### src/rtl/tksc_pkg.sv
package tksc_pkg;

	// Slider byte that means no touch
	localparam logic [7:0] NO_TOUCH = 8'h80;
	// Bottom slider value is this minus the raw byte, mod 256
	localparam logic [7:0] LOW_OFFSET = 8'd127;
	localparam logic [7:0] SLIDER_RESET = 8'd127;
	localparam logic [7:0] KEY_RESET = 8'h30;
	localparam logic [6:0] HOLD_LIMIT = 7'd100;
	localparam logic [7:0] BOOT_HOLD_COUNT = 8'd250;
	localparam logic [7:0] BLOCK_TIME_RESET = 8'd25;
	localparam logic [2:0] ALL_KEYS = 3'b111;

	// Key codes swapped by the panel
	localparam logic [7:0] KEY_ONE = 8'h31;
	localparam logic [7:0] KEY_THREE = 8'h33;
	localparam logic [7:0] KEY_FOUR = 8'h34;
	localparam logic [7:0] KEY_SIX = 8'h36;

	// Configuration register indexes
	localparam int CFG_INDEX_W = 1;
	localparam logic [CFG_INDEX_W-1:0] CFG_BLOCK_KEY_TIME = 1'b0;
	localparam logic [CFG_INDEX_W-1:0] CFG_PARALLEL_MASK = 1'b1;

	typedef struct packed {
		logic [7:0] low_slider_value;
		logic [7:0] high_slider_value;
		logic       low_slider_new;
		logic       high_slider_new;
		logic [2:0] unit_states;
		logic       red_on;
		logic       green_on;
		logic       bootloader_request;
		logic [6:0] hold_bottom;
		logic [6:0] hold_middle;
		logic [6:0] hold_top;
	} result_t;

	// Undo the panel's swap of '1'/'4' and '3'/'6'
	function automatic logic [7:0] swap_key(input logic [7:0] k);
		logic [7:0] r;
		case (k)
			KEY_ONE:   r = KEY_FOUR;
			KEY_FOUR:  r = KEY_ONE;
			KEY_THREE: r = KEY_SIX;
			KEY_SIX:   r = KEY_THREE;
			default:   r = k;
		endcase
		return r;
	endfunction

	// Apply one key event to the unit on-bits
	function automatic logic [2:0] key_event(input logic [2:0] bits, input logic [2:0] keys,
			input logic [2:0] mask, input logic low_idle, input logic high_idle);
		logic [2:0] s;
		s = bits;
		if (mask == 3'd0) begin
			// serial: top, then middle, then bottom
			if (keys[2]) begin
				if (s[2]) begin
					if (high_idle)
						s = s[0] ? (s & 3'b011) : 3'b000;
				end else begin
					s = s | 3'b110;
				end
			end
			if (keys[1]) begin
				if (s[1]) begin
					if (low_idle && high_idle)
						s = 3'b000;
				end else begin
					s = 3'b111;
				end
			end
			if (keys[0]) begin
				if (s[0]) begin
					if (low_idle)
						s = s[2] ? (s & 3'b110) : 3'b000;
				end else begin
					s = s | 3'b011;
				end
			end
		end else if ((keys & mask) != 3'd0) begin
			if (low_idle && high_idle)
				s = (s != 3'd0) ? 3'b000 : 3'b111;
		end
		return s;
	endfunction

endpackage

### src/rtl/touch_key_slider_controller_unit.sv
// Touch key and slider controller.
// Input channel (in_valid/in_ready) carries one touch-panel report per beat:
// bottom and top slider bytes and the key byte. Output channel
// (out_valid/out_ready) returns exactly one result beat per report: slider
// values and change pulses, unit on-bits, LED levels, bootloader pulse and
// key hold counters.
// The result beat is registered in the output buffer. Throughput: one report per
// cycle while in_ready is high; the state update is a single combinational pass
// between the input handshake and the output register.
// A two-entry output buffer (output register plus skid stage) lets a report be
// taken while a result waits; when the receiver stalls, in_ready drops once
// both entries are full and no result is lost or repeated.
// Configuration (cfg_wr_en, cfg_index, cfg_data) is to be written while idle,
// which the block does not enforce: index 0 is the key block time, index 1 the
// parallel key mask. Reset clears all state to its power-up values and empties
// the output buffer; the block accepts reports as soon as reset is released.
module touch_key_slider_controller_unit
	import tksc_pkg::*;
(
	input  logic                   clk,
	input  logic                   arst_n,
	input  logic                   cfg_wr_en,
	input  logic [CFG_INDEX_W-1:0] cfg_index,
	input  logic [7:0]             cfg_data,
	input  logic                   in_valid,
	output logic                   in_ready,
	input  logic [7:0]             low_slider_raw,
	input  logic [7:0]             high_slider_raw,
	input  logic [7:0]             key_raw,
	output logic                   out_valid,
	input  logic                   out_ready,
	output logic [7:0]             low_slider_value,
	output logic [7:0]             high_slider_value,
	output logic                   low_slider_new,
	output logic                   high_slider_new,
	output logic [2:0]             unit_states,
	output logic [7:0]             red_led,
	output logic [7:0]             green_led,
	output logic [7:0]             blue_led,
	output logic                   bootloader_request,
	output logic [6:0]             hold_bottom,
	output logic [6:0]             hold_middle,
	output logic [6:0]             hold_top
);

	logic    accept;
	result_t result, out_data;

	assign accept = in_valid && in_ready;

	tksc_core u_core (
		.clk             (clk),
		.arst_n          (arst_n),
		.cfg_wr_en       (cfg_wr_en),
		.cfg_index       (cfg_index),
		.cfg_data        (cfg_data),
		.step            (accept),
		.low_slider_raw  (low_slider_raw),
		.high_slider_raw (high_slider_raw),
		.key_raw         (key_raw),
		.result          (result)
	);

	tksc_outbuf u_outbuf (
		.clk       (clk),
		.arst_n    (arst_n),
		.push      (accept),
		.push_data (result),
		.space     (in_ready),
		.out_valid (out_valid),
		.out_ready (out_ready),
		.out_data  (out_data)
	);

	// Unpack the result beat onto the ports
	assign low_slider_value = out_data.low_slider_value;
	assign high_slider_value = out_data.high_slider_value;
	assign low_slider_new = out_data.low_slider_new;
	assign high_slider_new = out_data.high_slider_new;
	assign unit_states = out_data.unit_states;
	assign red_led = {8{out_data.red_on}};
	assign green_led = {8{out_data.green_on}};
	assign blue_led = {8{!(out_data.red_on || out_data.green_on)}};
	assign bootloader_request = out_data.bootloader_request;
	assign hold_bottom = out_data.hold_bottom;
	assign hold_middle = out_data.hold_middle;
	assign hold_top = out_data.hold_top;

endmodule

### src/rtl/tksc_core.sv
module tksc_core
	import tksc_pkg::*;
(
	input  logic                   clk,
	input  logic                   arst_n,
	input  logic                   cfg_wr_en,
	input  logic [CFG_INDEX_W-1:0] cfg_index,
	input  logic [7:0]             cfg_data,
	input  logic                   step,
	input  logic [7:0]             low_slider_raw,
	input  logic [7:0]             high_slider_raw,
	input  logic [7:0]             key_raw,
	output result_t                result
);

	logic [7:0] block_key_time_q;
	logic [2:0] parallel_key_mask_q;
	logic [7:0] last_low_q, last_high_q;
	logic [7:0] low_value_q, high_value_q;
	logic [7:0] key_code_q;
	logic       red_q, green_q;
	logic [2:0] toggle_q;
	logic [7:0] low_timer_q, high_timer_q;
	logic [7:0] all_keys_q;
	logic [6:0] press_q [3];

	logic       lo_chg, hi_chg, lo_new, hi_new, key_chg, key_new, boot;
	logic [7:0] low_value_d, high_value_d, key_d, all_keys_d;
	logic [7:0] low_timer_d, high_timer_d;
	logic       red_d, green_d;
	logic [2:0] toggle_d;
	logic [6:0] press_d [3];

	// Slider change detect and value load
	always_comb begin
		lo_chg = low_slider_raw != last_low_q;
		hi_chg = high_slider_raw != last_high_q;
		lo_new = lo_chg && (low_slider_raw != NO_TOUCH);
		hi_new = hi_chg && (high_slider_raw != NO_TOUCH);
		low_value_d = lo_new ? (LOW_OFFSET - low_slider_raw) : low_value_q;
		high_value_d = hi_new ? high_slider_raw : high_value_q;
		// top slider wins when both change
		if (hi_chg)
			green_d = hi_new;
		else if (lo_chg)
			green_d = lo_new;
		else
			green_d = green_q;
	end

	// Key code, bootloader detect and hold counters
	always_comb begin
		key_d = swap_key(key_raw);
		key_chg = key_d != key_code_q;
		key_new = key_chg && (key_d[2:0] != 3'd0);
		red_d = key_chg ? key_new : red_q;
		boot = 1'b0;
		all_keys_d = all_keys_q;
		if (key_d[2:0] == ALL_KEYS) begin
			if (all_keys_q < BOOT_HOLD_COUNT) begin
				all_keys_d = all_keys_q + 8'd1;
			end else if (all_keys_q == BOOT_HOLD_COUNT) begin
				all_keys_d = all_keys_q + 8'd1;
				boot = 1'b1;
			end
		end else begin
			all_keys_d = 8'd0;
		end
		for (int i = 0; i < 3; i++) begin
			if (key_d[i])
				press_d[i] = (press_q[i] < HOLD_LIMIT) ? press_q[i] + 7'd1 : press_q[i];
			else
				press_d[i] = 7'd0;
		end
	end

	// Block timers and unit toggling
	always_comb begin
		low_timer_d = lo_new ? block_key_time_q :
			((low_timer_q != 8'd0) ? low_timer_q - 8'd1 : 8'd0);
		high_timer_d = hi_new ? block_key_time_q :
			((high_timer_q != 8'd0) ? high_timer_q - 8'd1 : 8'd0);
		toggle_d = key_new ? key_event(toggle_q, key_d[2:0], parallel_key_mask_q,
			low_timer_d == 8'd0, high_timer_d == 8'd0) : toggle_q;
	end

	// Configuration registers
	always_ff @(posedge clk or negedge arst_n) begin
		if (!arst_n) begin
			block_key_time_q <= BLOCK_TIME_RESET;
			parallel_key_mask_q <= 3'd0;
		end else if (cfg_wr_en) begin
			case (cfg_index)
				CFG_BLOCK_KEY_TIME: block_key_time_q <= cfg_data;
				CFG_PARALLEL_MASK:  parallel_key_mask_q <= cfg_data[2:0];
				default: ;
			endcase
		end
	end

	// Advance state on each accepted report
	always_ff @(posedge clk or negedge arst_n) begin
		if (!arst_n) begin
			last_low_q <= 8'd0;
			last_high_q <= 8'd0;
			low_value_q <= SLIDER_RESET;
			high_value_q <= SLIDER_RESET;
			key_code_q <= KEY_RESET;
			red_q <= 1'b0;
			green_q <= 1'b0;
			toggle_q <= 3'd0;
			low_timer_q <= 8'd0;
			high_timer_q <= 8'd0;
			all_keys_q <= 8'd0;
			for (int i = 0; i < 3; i++)
				press_q[i] <= 7'd0;
		end else if (step) begin
			last_low_q <= low_slider_raw;
			last_high_q <= high_slider_raw;
			low_value_q <= low_value_d;
			high_value_q <= high_value_d;
			key_code_q <= key_d;
			red_q <= red_d;
			green_q <= green_d;
			toggle_q <= toggle_d;
			low_timer_q <= low_timer_d;
			high_timer_q <= high_timer_d;
			all_keys_q <= all_keys_d;
			for (int i = 0; i < 3; i++)
				press_q[i] <= press_d[i];
		end
	end

	// Gather the result beat
	always_comb begin
		result.low_slider_value = low_value_d;
		result.high_slider_value = high_value_d;
		result.low_slider_new = lo_new;
		result.high_slider_new = hi_new;
		result.unit_states = toggle_d;
		result.red_on = red_d;
		result.green_on = green_d;
		result.bootloader_request = boot;
		result.hold_bottom = press_d[0];
		result.hold_middle = press_d[1];
		result.hold_top = press_d[2];
	end

endmodule

### src/rtl/tksc_outbuf.sv
module tksc_outbuf
	import tksc_pkg::*;
(
	input  logic    clk,
	input  logic    arst_n,
	input  logic    push,
	input  result_t push_data,
	output logic    space,
	output logic    out_valid,
	input  logic    out_ready,
	output result_t out_data
);

	result_t main_q, skid_q;
	logic    main_v_q, skid_v_q;
	logic    pop;

	assign pop = main_v_q && out_ready;
	assign space = !skid_v_q;
	assign out_valid = main_v_q;
	assign out_data = main_q;

	// Track occupancy of the output and skid stages
	always_ff @(posedge clk or negedge arst_n) begin
		if (!arst_n) begin
			main_v_q <= 1'b0;
			skid_v_q <= 1'b0;
		end else begin
			if (pop) begin
				main_v_q <= push || skid_v_q;
				skid_v_q <= 1'b0;
			end else if (push) begin
				main_v_q <= 1'b1;
				skid_v_q <= main_v_q;
			end
		end
	end

	// Move beats: new beat to the free stage, skid drains into output
	always_ff @(posedge clk) begin
		if (pop) begin
			main_q <= skid_v_q ? skid_q : push_data;
		end else if (push) begin
			if (main_v_q)
				skid_q <= push_data;
			else
				main_q <= push_data;
		end
	end

endmodule
### config.mk
export PLATFORM = sky130hd
export DESIGN_NAME = touch_key_slider_controller_unit
export DESIGN_NICKNAME = d
export VERILOG_FILES = /design/src/rtl/tksc_pkg.sv /design/src/rtl/touch_key_slider_controller_unit.sv /design/src/rtl/tksc_core.sv /design/src/rtl/tksc_outbuf.sv
export SDC_FILE = /design/constraint.sdc
export NUM_CORES = 1
export LEC_CHECK = 0
export BUFFER_PORTS_ARGS = -buffer_cell sky130_fd_sc_hd__buf_2
export CORE_UTILIZATION = 53
export CTS_CLUSTER_SIZE = 25
export DETAILED_ROUTE_END_ITERATION = 12
export GPL_ROUTABILITY_DRIVEN = 0
export PLACE_DENSITY = 0.8
export SLEW_MARGIN = 30
export SYNTH_ARGS = -nofsm -noshare
export SYNTH_HDL_FRONTEND = slang
export SYNTH_SLANG_ARGS = --single-unit
### constraint.sdc
create_clock -name clk -period 4.6 [get_ports clk]
set_input_delay 0.23 -clock clk [delete_from_list [all_inputs] [get_ports clk]]
set_output_delay 0.23 -clock clk [all_outputs]
set_load 0.02 [all_outputs]
# [After elaboration in Yosys (flattened, before gate mapping)]
# Index checks and enable logic that the tools add are counted.
[totals] reg_bits=193 latchBits=0 ramBits=0 romBits=0 in_bits=38 out_inout_bits=69 elab_cells=139 mem_count=0
[classes] n_addsub=7 n_mul=0 div_mod_pow=0 order_cmp=4 eq_ne=13 n_shift=0 muxes=48 bitwise_logic=3 n_reduce_logical=24
[ops] op="$mux W45" count=4
[ops] op="$mux W8" count=9
[ops] op="$mux W3" count=17
[ops] op="$mux W7" count=6
[ops] op="$eq A8 B6 Y1 const B" count=4
[ops] op="$pmux W8 S4" count=1
[ops] op="$ne A8 B8 Y1" count=3
[ops] op="$add A7 B1 Y7 const B" count=3
[ops] op="$lt A7 B7 Y1 const B" count=3
[ops] op="$logic_not A8 Y1" count=2
[ops] op="$ne A8 B8 Y1 const B" count=2
[ops] op="$reduce_bool A8 Y1" count=2
[ops] op="$sub A8 B1 Y8 const B" count=2
[ops] op="$mux W1" count=10
[ops] op="$reduce_bool A3 Y1" count=3
[ops] op="$add A8 B1 Y8 const B" count=1
[ops] op="$eq A8 B8 Y1 const B" count=1
[ops] op="$lt A8 B8 Y1 const B" count=1
[ops] op="$reduce_and A2 Y1" count=4
[ops] op="$sub A7 B8 Y8 const A" count=1
[ops] op="$logic_and A1 B1 Y1" count=6
[ops] op="$and A3 B3 Y3" count=1
[ops] op="$eq A3 B3 Y1 const B" count=1
[ops] op="$logic_not A3 Y1" count=1
[ops] op="other kinds (8)" count=11

# [Logic depth before layout (Yosys ltp)]
[logic_depth] depth_word=21 depth_mapped=10 mapped_depth_nobuf=10

# [Hierarchy]
# A second synthesis with hierarchy kept.
[unflattened] hier_cells=759 hier_area_um2=9454.1
[modules_own_cells] mod="tksc_core" n_inst=1 cells_per_inst=587 area_per_inst_um2=5769.3 seq_area_each_um2=2551.2
[modules_own_cells] mod="tksc_outbuf" n_inst=1 cells_per_inst=149 area_per_inst_um2=3517.1 seq_area_each_um2=2752.6
[modules_own_cells] mod="touch_key_slider_controller_unit" n_inst=1 cells_per_inst=23 area_per_inst_um2=167.7 seq_area_each_um2=0.0

# [Worst setup path after synthesis]
# Ideal clock, no wire load.
[synth_timing] path_kind="reg2reg" from="register u_outbuf.skid_v_q" to="register u_outbuf.main_q (netlist bit u_outbuf.out_data[0]) (enable)" setup_ns=0.510 t_arrival_ns=4.361 t_required_ns=4.090 slack_ns=-0.271 path_stages_with_launch=6 path_buffers=2 period_less_slack_ns=4.871 cell_sequence="dfrtp_1 -> inv_1 -> nand2_1 -> clkbuf_1 -> clkbuf_1 -> o21ai_0"
[synth_via] elab_chain_len=4
[synth_lines] element="start, declared" line_no="tksc_outbuf.sv:15" rtl="logic main_v_q, skid_v_q;"
[synth_lines] element="start signal, assigned" line_no="tksc_outbuf.sv:34" rtl="skid_v_q <= main_v_q;"
[synth_lines] element="$logic_not A1 Y1" line_no="tksc_outbuf.sv:19" rtl="assign space = !skid_v_q;"
[synth_lines] element="via in_ready" line_no="touch_key_slider_controller_unit.sv:26" rtl="output logic in_ready,"
[synth_lines] element="$logic_and A1 B1 Y1" line_no="touch_key_slider_controller_unit.sv:49" rtl="assign accept = in_valid && in_ready;"
[synth_lines] element="$reduce_bool A2 Y1 (no source line)"
[synth_lines] element="$reduce_and A2 Y1 (no source line)"
[synth_lines] element="end signal, assigned" line_no="tksc_outbuf.sv:42" rtl="main_q <= skid_v_q ? skid_q : push_data;"
[synth_lines] element="end signal, assigned" line_no="tksc_outbuf.sv:47" rtl="main_q <= push_data;"
[synth_lines] element="end, declared" line_no="tksc_outbuf.sv:14" rtl="result_t main_q, skid_q;"
# The timed path passes the listed nets, and every way through them passes these cells.
# A chain may end at the register's enable or synchronous reset.

# [Worst setup path in the final report]
[layout_timing] from="register u_core.last_low_q[4]" to="register u_outbuf.main_q (netlist bit u_outbuf.out_data[26]) (data pin)"
[layout_via] elab_chain_len=18 elab_cells_between_ends=21 cone_classes="1 x eq/ne; 17 x mux; 3 x reduce/logical"
[layout_lines] element="start, declared" line_no="tksc_core.sv:18" rtl="logic [7:0] last_low_q, last_high_q;"
[layout_lines] element="start signal, assigned" line_no="tksc_core.sv:118" rtl="last_low_q <= low_slider_raw;"
[layout_lines] element="$ne A8 B8 Y1 *" line_no="tksc_core.sv:36" rtl="lo_chg = low_slider_raw != last_low_q;"
[layout_lines] element="$logic_and A1 B1 Y1 *" line_no="tksc_core.sv:38" rtl="lo_new = lo_chg && (low_slider_raw != NO_TOUCH);"
[layout_lines] element="$mux W8 *" line_no="tksc_core.sv:79" rtl="low_timer_d = lo_new ? block_key_time_q :"
[layout_lines] element="$logic_not A8 Y1 *" line_no="tksc_core.sv:84" rtl="low_timer_d == 8'd0, high_timer_d == 8'd0) : toggle_q;"
[layout_lines] element="$logic_and A1 B1 Y1" line_no="tksc_pkg.sv:69, tksc_pkg.sv:84"
[layout_lines] element="$mux W3" line_no="tksc_pkg.sv:69" rtl="if (low_idle && high_idle)"
[layout_lines] element="$mux W3" line_no="tksc_pkg.sv:68" rtl="if (s[1]) begin"
[layout_lines] element="$mux W3" line_no="tksc_pkg.sv:67" rtl="if (keys[1]) begin"
[layout_lines] element="(+2 left out)"
[layout_lines] element="$mux W3" line_no="tksc_pkg.sv:77" rtl="if (low_idle)"
[layout_lines] element="$mux W3" line_no="tksc_pkg.sv:76" rtl="if (s[0]) begin"
[layout_lines] element="$mux W3" line_no="tksc_pkg.sv:75" rtl="if (keys[0]) begin"
[layout_lines] element="$mux W3 *" line_no="tksc_pkg.sv:57" rtl="if (mask == 3'd0) begin"
[layout_lines] element="$mux W3 *" line_no="tksc_core.sv:83" rtl="toggle_d = key_new ? key_event(toggle_q, key_d[2:0], parallel_key_mask_q,"
[layout_lines] element="$mux W45" line_no="tksc_outbuf.sv:44" rtl="if (main_v_q)"
[layout_lines] element="$mux W45" line_no="tksc_outbuf.sv:43" rtl="end else if (push) begin"
[layout_lines] element="$mux W45 *" line_no="tksc_outbuf.sv:41" rtl="if (pop) begin"
# Mark *: on every way between the ends. The rest lies on a longest branch, timed or not. The select of a mux whose other input is x is not followed.

==> qor_table.md <==
| Quantity | This run | Unit |
| --- | --- | --- |
| Run status | complete, no violations | - |
| Number of optimization iterations in the first detailed-route pass | 5 | - |
| Critical Path Sink Type | flip-flop | - |
| Primary flip-flop cell chosen by synthesis mapping | sky130_fd_sc_hd__edfxtp_1 | - |
| Final antenna diode count | 0 | - |
| Row cnt | 48 | - |
| Maximum vdd ir drop | 426 | uV |
| Pin count of the biggest net entering global routing | 131 | - |
| Mapped Area | 9480 | sq um |
| Worst hold slack | 0.0261 | ns |
| Die area | 18400 | sq um |
| Post-synthesis to final-layout area growth | 12.4 | % |
| Worst slew margin | 39.4 | % |
| Leading area contributor after synthesis | sky130_fd_sc_hd__edfxtp_1 | - |
| Met2 WL | 9720 | um |
| Maxcap violations | 0 | - |
| Post-route fraction of the period consumed by the critical path | 70.9 | % |
| Initial antenna violation count | 1 | - |
| Count of nets after finishing | 1069 | - |
| Ratio of total power to cell area | 575 | nW/um^2 |
| Wire length reported by the detailed router | 20400 | um |
| CTS Root Cell | sky130_fd_sc_hd__clkbuf_16 | - |
| Post-route met1 wirelength | 9190 | um |
| TritonCTS Sinks | 193 | - |
| Average cell area after synthesis | 9.92 | sq um |
| Adder-cell share of the synthesized area | 0.924 | % |
| Class of the tightest hold or removal check | in -> reg | - |
| Compound-Gate Fraction of Synth Area | 12.5 | % |
| Post-route minimum period | 3.26 | ns |
| Worst-skew pair later-pin latency | 0.43 | ns |
| Flip-flop and latch count after synthesis | 193 | - |
| Total gr overflow | 0 | - |
| Number of endpoints failing setup at the final stage | 0 | - |
| Number of enable flip-flop cells after synthesis | 90 | - |
| TNS Setup | 0 | ns |
| Critical Path, Cell by Cell | xnor2_1 > nand4_1 > o21ai_1 > clkinv_1 > o31ai_1 > nand3b_1 > o211a_1 > o311ai_1 > o21ai_0 | - |
| Vias in the first global route | 6560 | - |
| Fmax | 0.307 | GHz |
| Inst Count DP | 1229 | - |
| Async S/R FF share, synth | 53.4 | % |
| Share of Yosys cell area claimed by the top area cell type | 28.5 | % |
| Worst setup timing slack at the placement stage | 1.45 | ns |
| Total half-perimeter wirelength after legalization and detailed placement | 13700 | um |
| Critical path fanouts, max | 18 | - |
| Multi-input gate area in the final layout | 3680 | sq um |
| Most used standard cells in the synthesized netlist | sky130_fd_sc_hd__nand2_1 (207), sky130_fd_sc_hd__o21ai_0 (93), sky130_fd_sc_hd__edfxtp_1 (90) | - |
| Clock tree from TritonCTS | done | - |
| Arrival time of the worst setup path | 3.41 | ns |
| Effective utilization at floorplan | 54.6 | % |
| Port Buf Inserts | 106 | - |
| Sequential cell area | 5300 | sq um |
| Final WS setup | 1.34 | ns |
| Combinational family with the most area after synthesis | simple AND/OR/NAND/NOR gates | - |
| Fraction of final layout cells sized beyond drive strength 1 | 20.4 | % |
| Number of hold violations in the final report | 0 | - |
| H-tree Lvls | 4 | - |
| Placeable core area | 17400 | sq um |
| Portion of netlist area occupied by mux cells | 2.68 | % |
| CTS clk-pin slew, worst paths | 0.07 | ns |
| Slew at the pin closest to its max-slew limit | 0.894 | ns |
| Cell type of the slowest stage on the worst timing path | sky130_fd_sc_hd__o31ai_1 | - |
| Proportion of synthesized chip area in sequential cells | 56.0 | % |
| Share of the synthesized netlist area taken by xor and xnor gates | 3.88 | % |
| Uppermost layer routed | met5 | - |
| Antenna Violating Nets Remaining | 0 | - |
| DRT iter0 DRCs | 650 | - |
| Number of max-slew violations in the final report | 0 | - |
| Cell leakage power | 4.62 | nW |
| Class of the most critical setup path | reg -> reg | - |
| Maximum root-to-sink buffer count | 2 | - |
| Overall die height | 136 | um |
| Number of cells produced by synthesis | 956 | - |
| Wire length per cell | 16.2 | um |
| DRC Markers | 0 | - |
| Top cells by area, synth | sky130_fd_sc_hd__edfxtp_1 (29%), sky130_fd_sc_hd__dfrtp_1 (22%), sky130_fd_sc_hd__nand2_1 (8.2%) | - |
| Number of fill cells in the layout | 1418 | - |
| Critical path required time | 4.75 | ns |
| Overall via count from detail_route | 7125 | - |
| Chip width | 136 | um |
| Overall Power | 6.13 | mW |
| WL met3 | 1200 | um |
| TritonCTS Buffers | 17 | - |
| Most frequent cell after synthesis | sky130_fd_sc_hd__nand2_1 | - |
| Wire length of the first global-routing pass | 33300 | um |
| Startpoint kind of the worst setup timing path | flip-flop | - |
| Total track usage | 23.4 | % |
| Total of cells resized after clock tree synthesis | 0 | - |
| Synthesized Nets | 1001 | - |
| Yosys Warn Count | 0 | - |
| Library cells used by synthesis | 79 | - |
| Ports | 107 | - |
| Unrepaired setup endpoints after global routing | false | - |
| Final Instance Count excl. Fillers | 1261 | - |
| Area fraction in and, or, nand and nor cells after synthesis | 18.4 | % |
| Fin Clk Skew | 0.0159 | ns |
| Ratio of routed vias to standard cells | 5.65 | - |
| Setup Fix Bufs, Post-CTS | 0 | - |
| Crit-path max cell delay | 0.58 | ns |
==> cell type report <==
type	instances	area share (%)
inverter	52	1.83
timing repair buffer	114	5.66
clock buffer	18	4.03
clock inverter	13	1.50
tap	225	2.64
sequential	193	49.8
multi-input combinational	646	34.6
==> sequential cells by signal, indices dropped and copies added, names as in the netlist, 3 cells and up <==
register	count
u_core.parallel_key_mask_q	3
u_core.low_timer_q	8
u_outbuf.skid_q	45
u_core.last_high_q	8
u_core.all_keys_q	8
u_core.last_low_q	8
u_core.block_key_time_q	8
u_outbuf.out_data	45
u_core.toggle_q	3
u_core.key_code_q	8
u_core.high_value_q	8
u_core.high_timer_q	8
u_core.low_value_q	8
u_core.press_q	21
==> worst paths after layout <==
path | cells past startpoint | startpoint | slack, ns | to
setup / recovery | 9 | u_core.last_low_q[4] | 1.34 | u_outbuf.out_data[26]
setup reg to reg | 9 | u_core.last_low_q[4] | 1.34 | u_outbuf.out_data[26]
max in group asynchronous | 3 | arst_n | 3.34 | u_core.key_code_q[5]
hold / removal | 2 | cfg_data[7] | 0.03 | u_core.block_key_time_q[7]
hold reg to reg | 2 | u_core.key_code_q[5] | 0.47 | u_core.key_code_q[5]
min in group asynchronous | 2 | arst_n | 0.36 | u_core.low_value_q[7]
==> worst max-delay path, delay by kind of cell, from the launching register on <==
family	cells	cell delay (ns)
simple gates	2	0.40
compound gates	5	1.52
flops	1	0.41
buf+inv	1	0.40
xor+xnor	1	0.25
==> per-layer routing <==
layer | global-route usage (%) | up-vias
met5 | 0 | -
met4 | 6.49 | 2
met3 | 4.75 | 24
met2 | 36.6 | 248
met1 | 33.1 | 3430
li1 | - | 3421
==> power by group <==
group          internal (mW)  switching [mW]  leakage (nW)  total (mW)
combinational          0.626            1.14          2.23        1.77
clock                  0.854           0.636         0.290        1.49
sequential              2.46           0.416          2.10        2.87
total                   3.94            2.19          4.62        6.13
==> kinds of logic (layout without fill, tap and decap cells) <==
kind of cell | Yosys count | after routing
AND/OR/NAND/NOR | 375 | 375
AO/OA/AOI/OAI | 198 | 198
flip-flops | 193 | 193
buffers and inverters | 117 | 197
XOR/XNOR | 42 | 42
multiplexers | 24 | 24
adder cells (fa/ha/maj) | 7 | 7
==> per-stage QoR <==
step	instance area, sq um	utilization (%)
2_1_floorplan	9480	-
3_3_place_gp	10000	57.8
3_5_place_dp	10000	57.9
4_1_cts	10600	61.3
5_1_grt	10700	61.4
6_report	10700	61.4
==> what timing repair did <==
action                                  in CTS  in global routing
endpoints found under the setup margin       0                  0
hold endpoints to repair                    58                  0
hold buffers                                 1                  0
==> layout by cell type (no fill, tap or decap), drive strengths merged, types with 7 or more instances in the layout <==
master	synthesis	final
a21oi	50	50
and3	10	10
buf	27	113
clkbuf	38	18
clkinv	1	9
dfrtp	84	84
dfstp	19	19
edfxtp	90	90
ha	7	7
inv	51	53
mux2	11	11
mux2i	13	13
nand2	208	208
nand3	18	18
nand4	12	12
nor2	61	61
nor3	9	9
nor4	14	14
o21ai	97	97
or2	10	10
xnor2	17	17
xor2	25	25
Power figures use the tool's default switching activity.
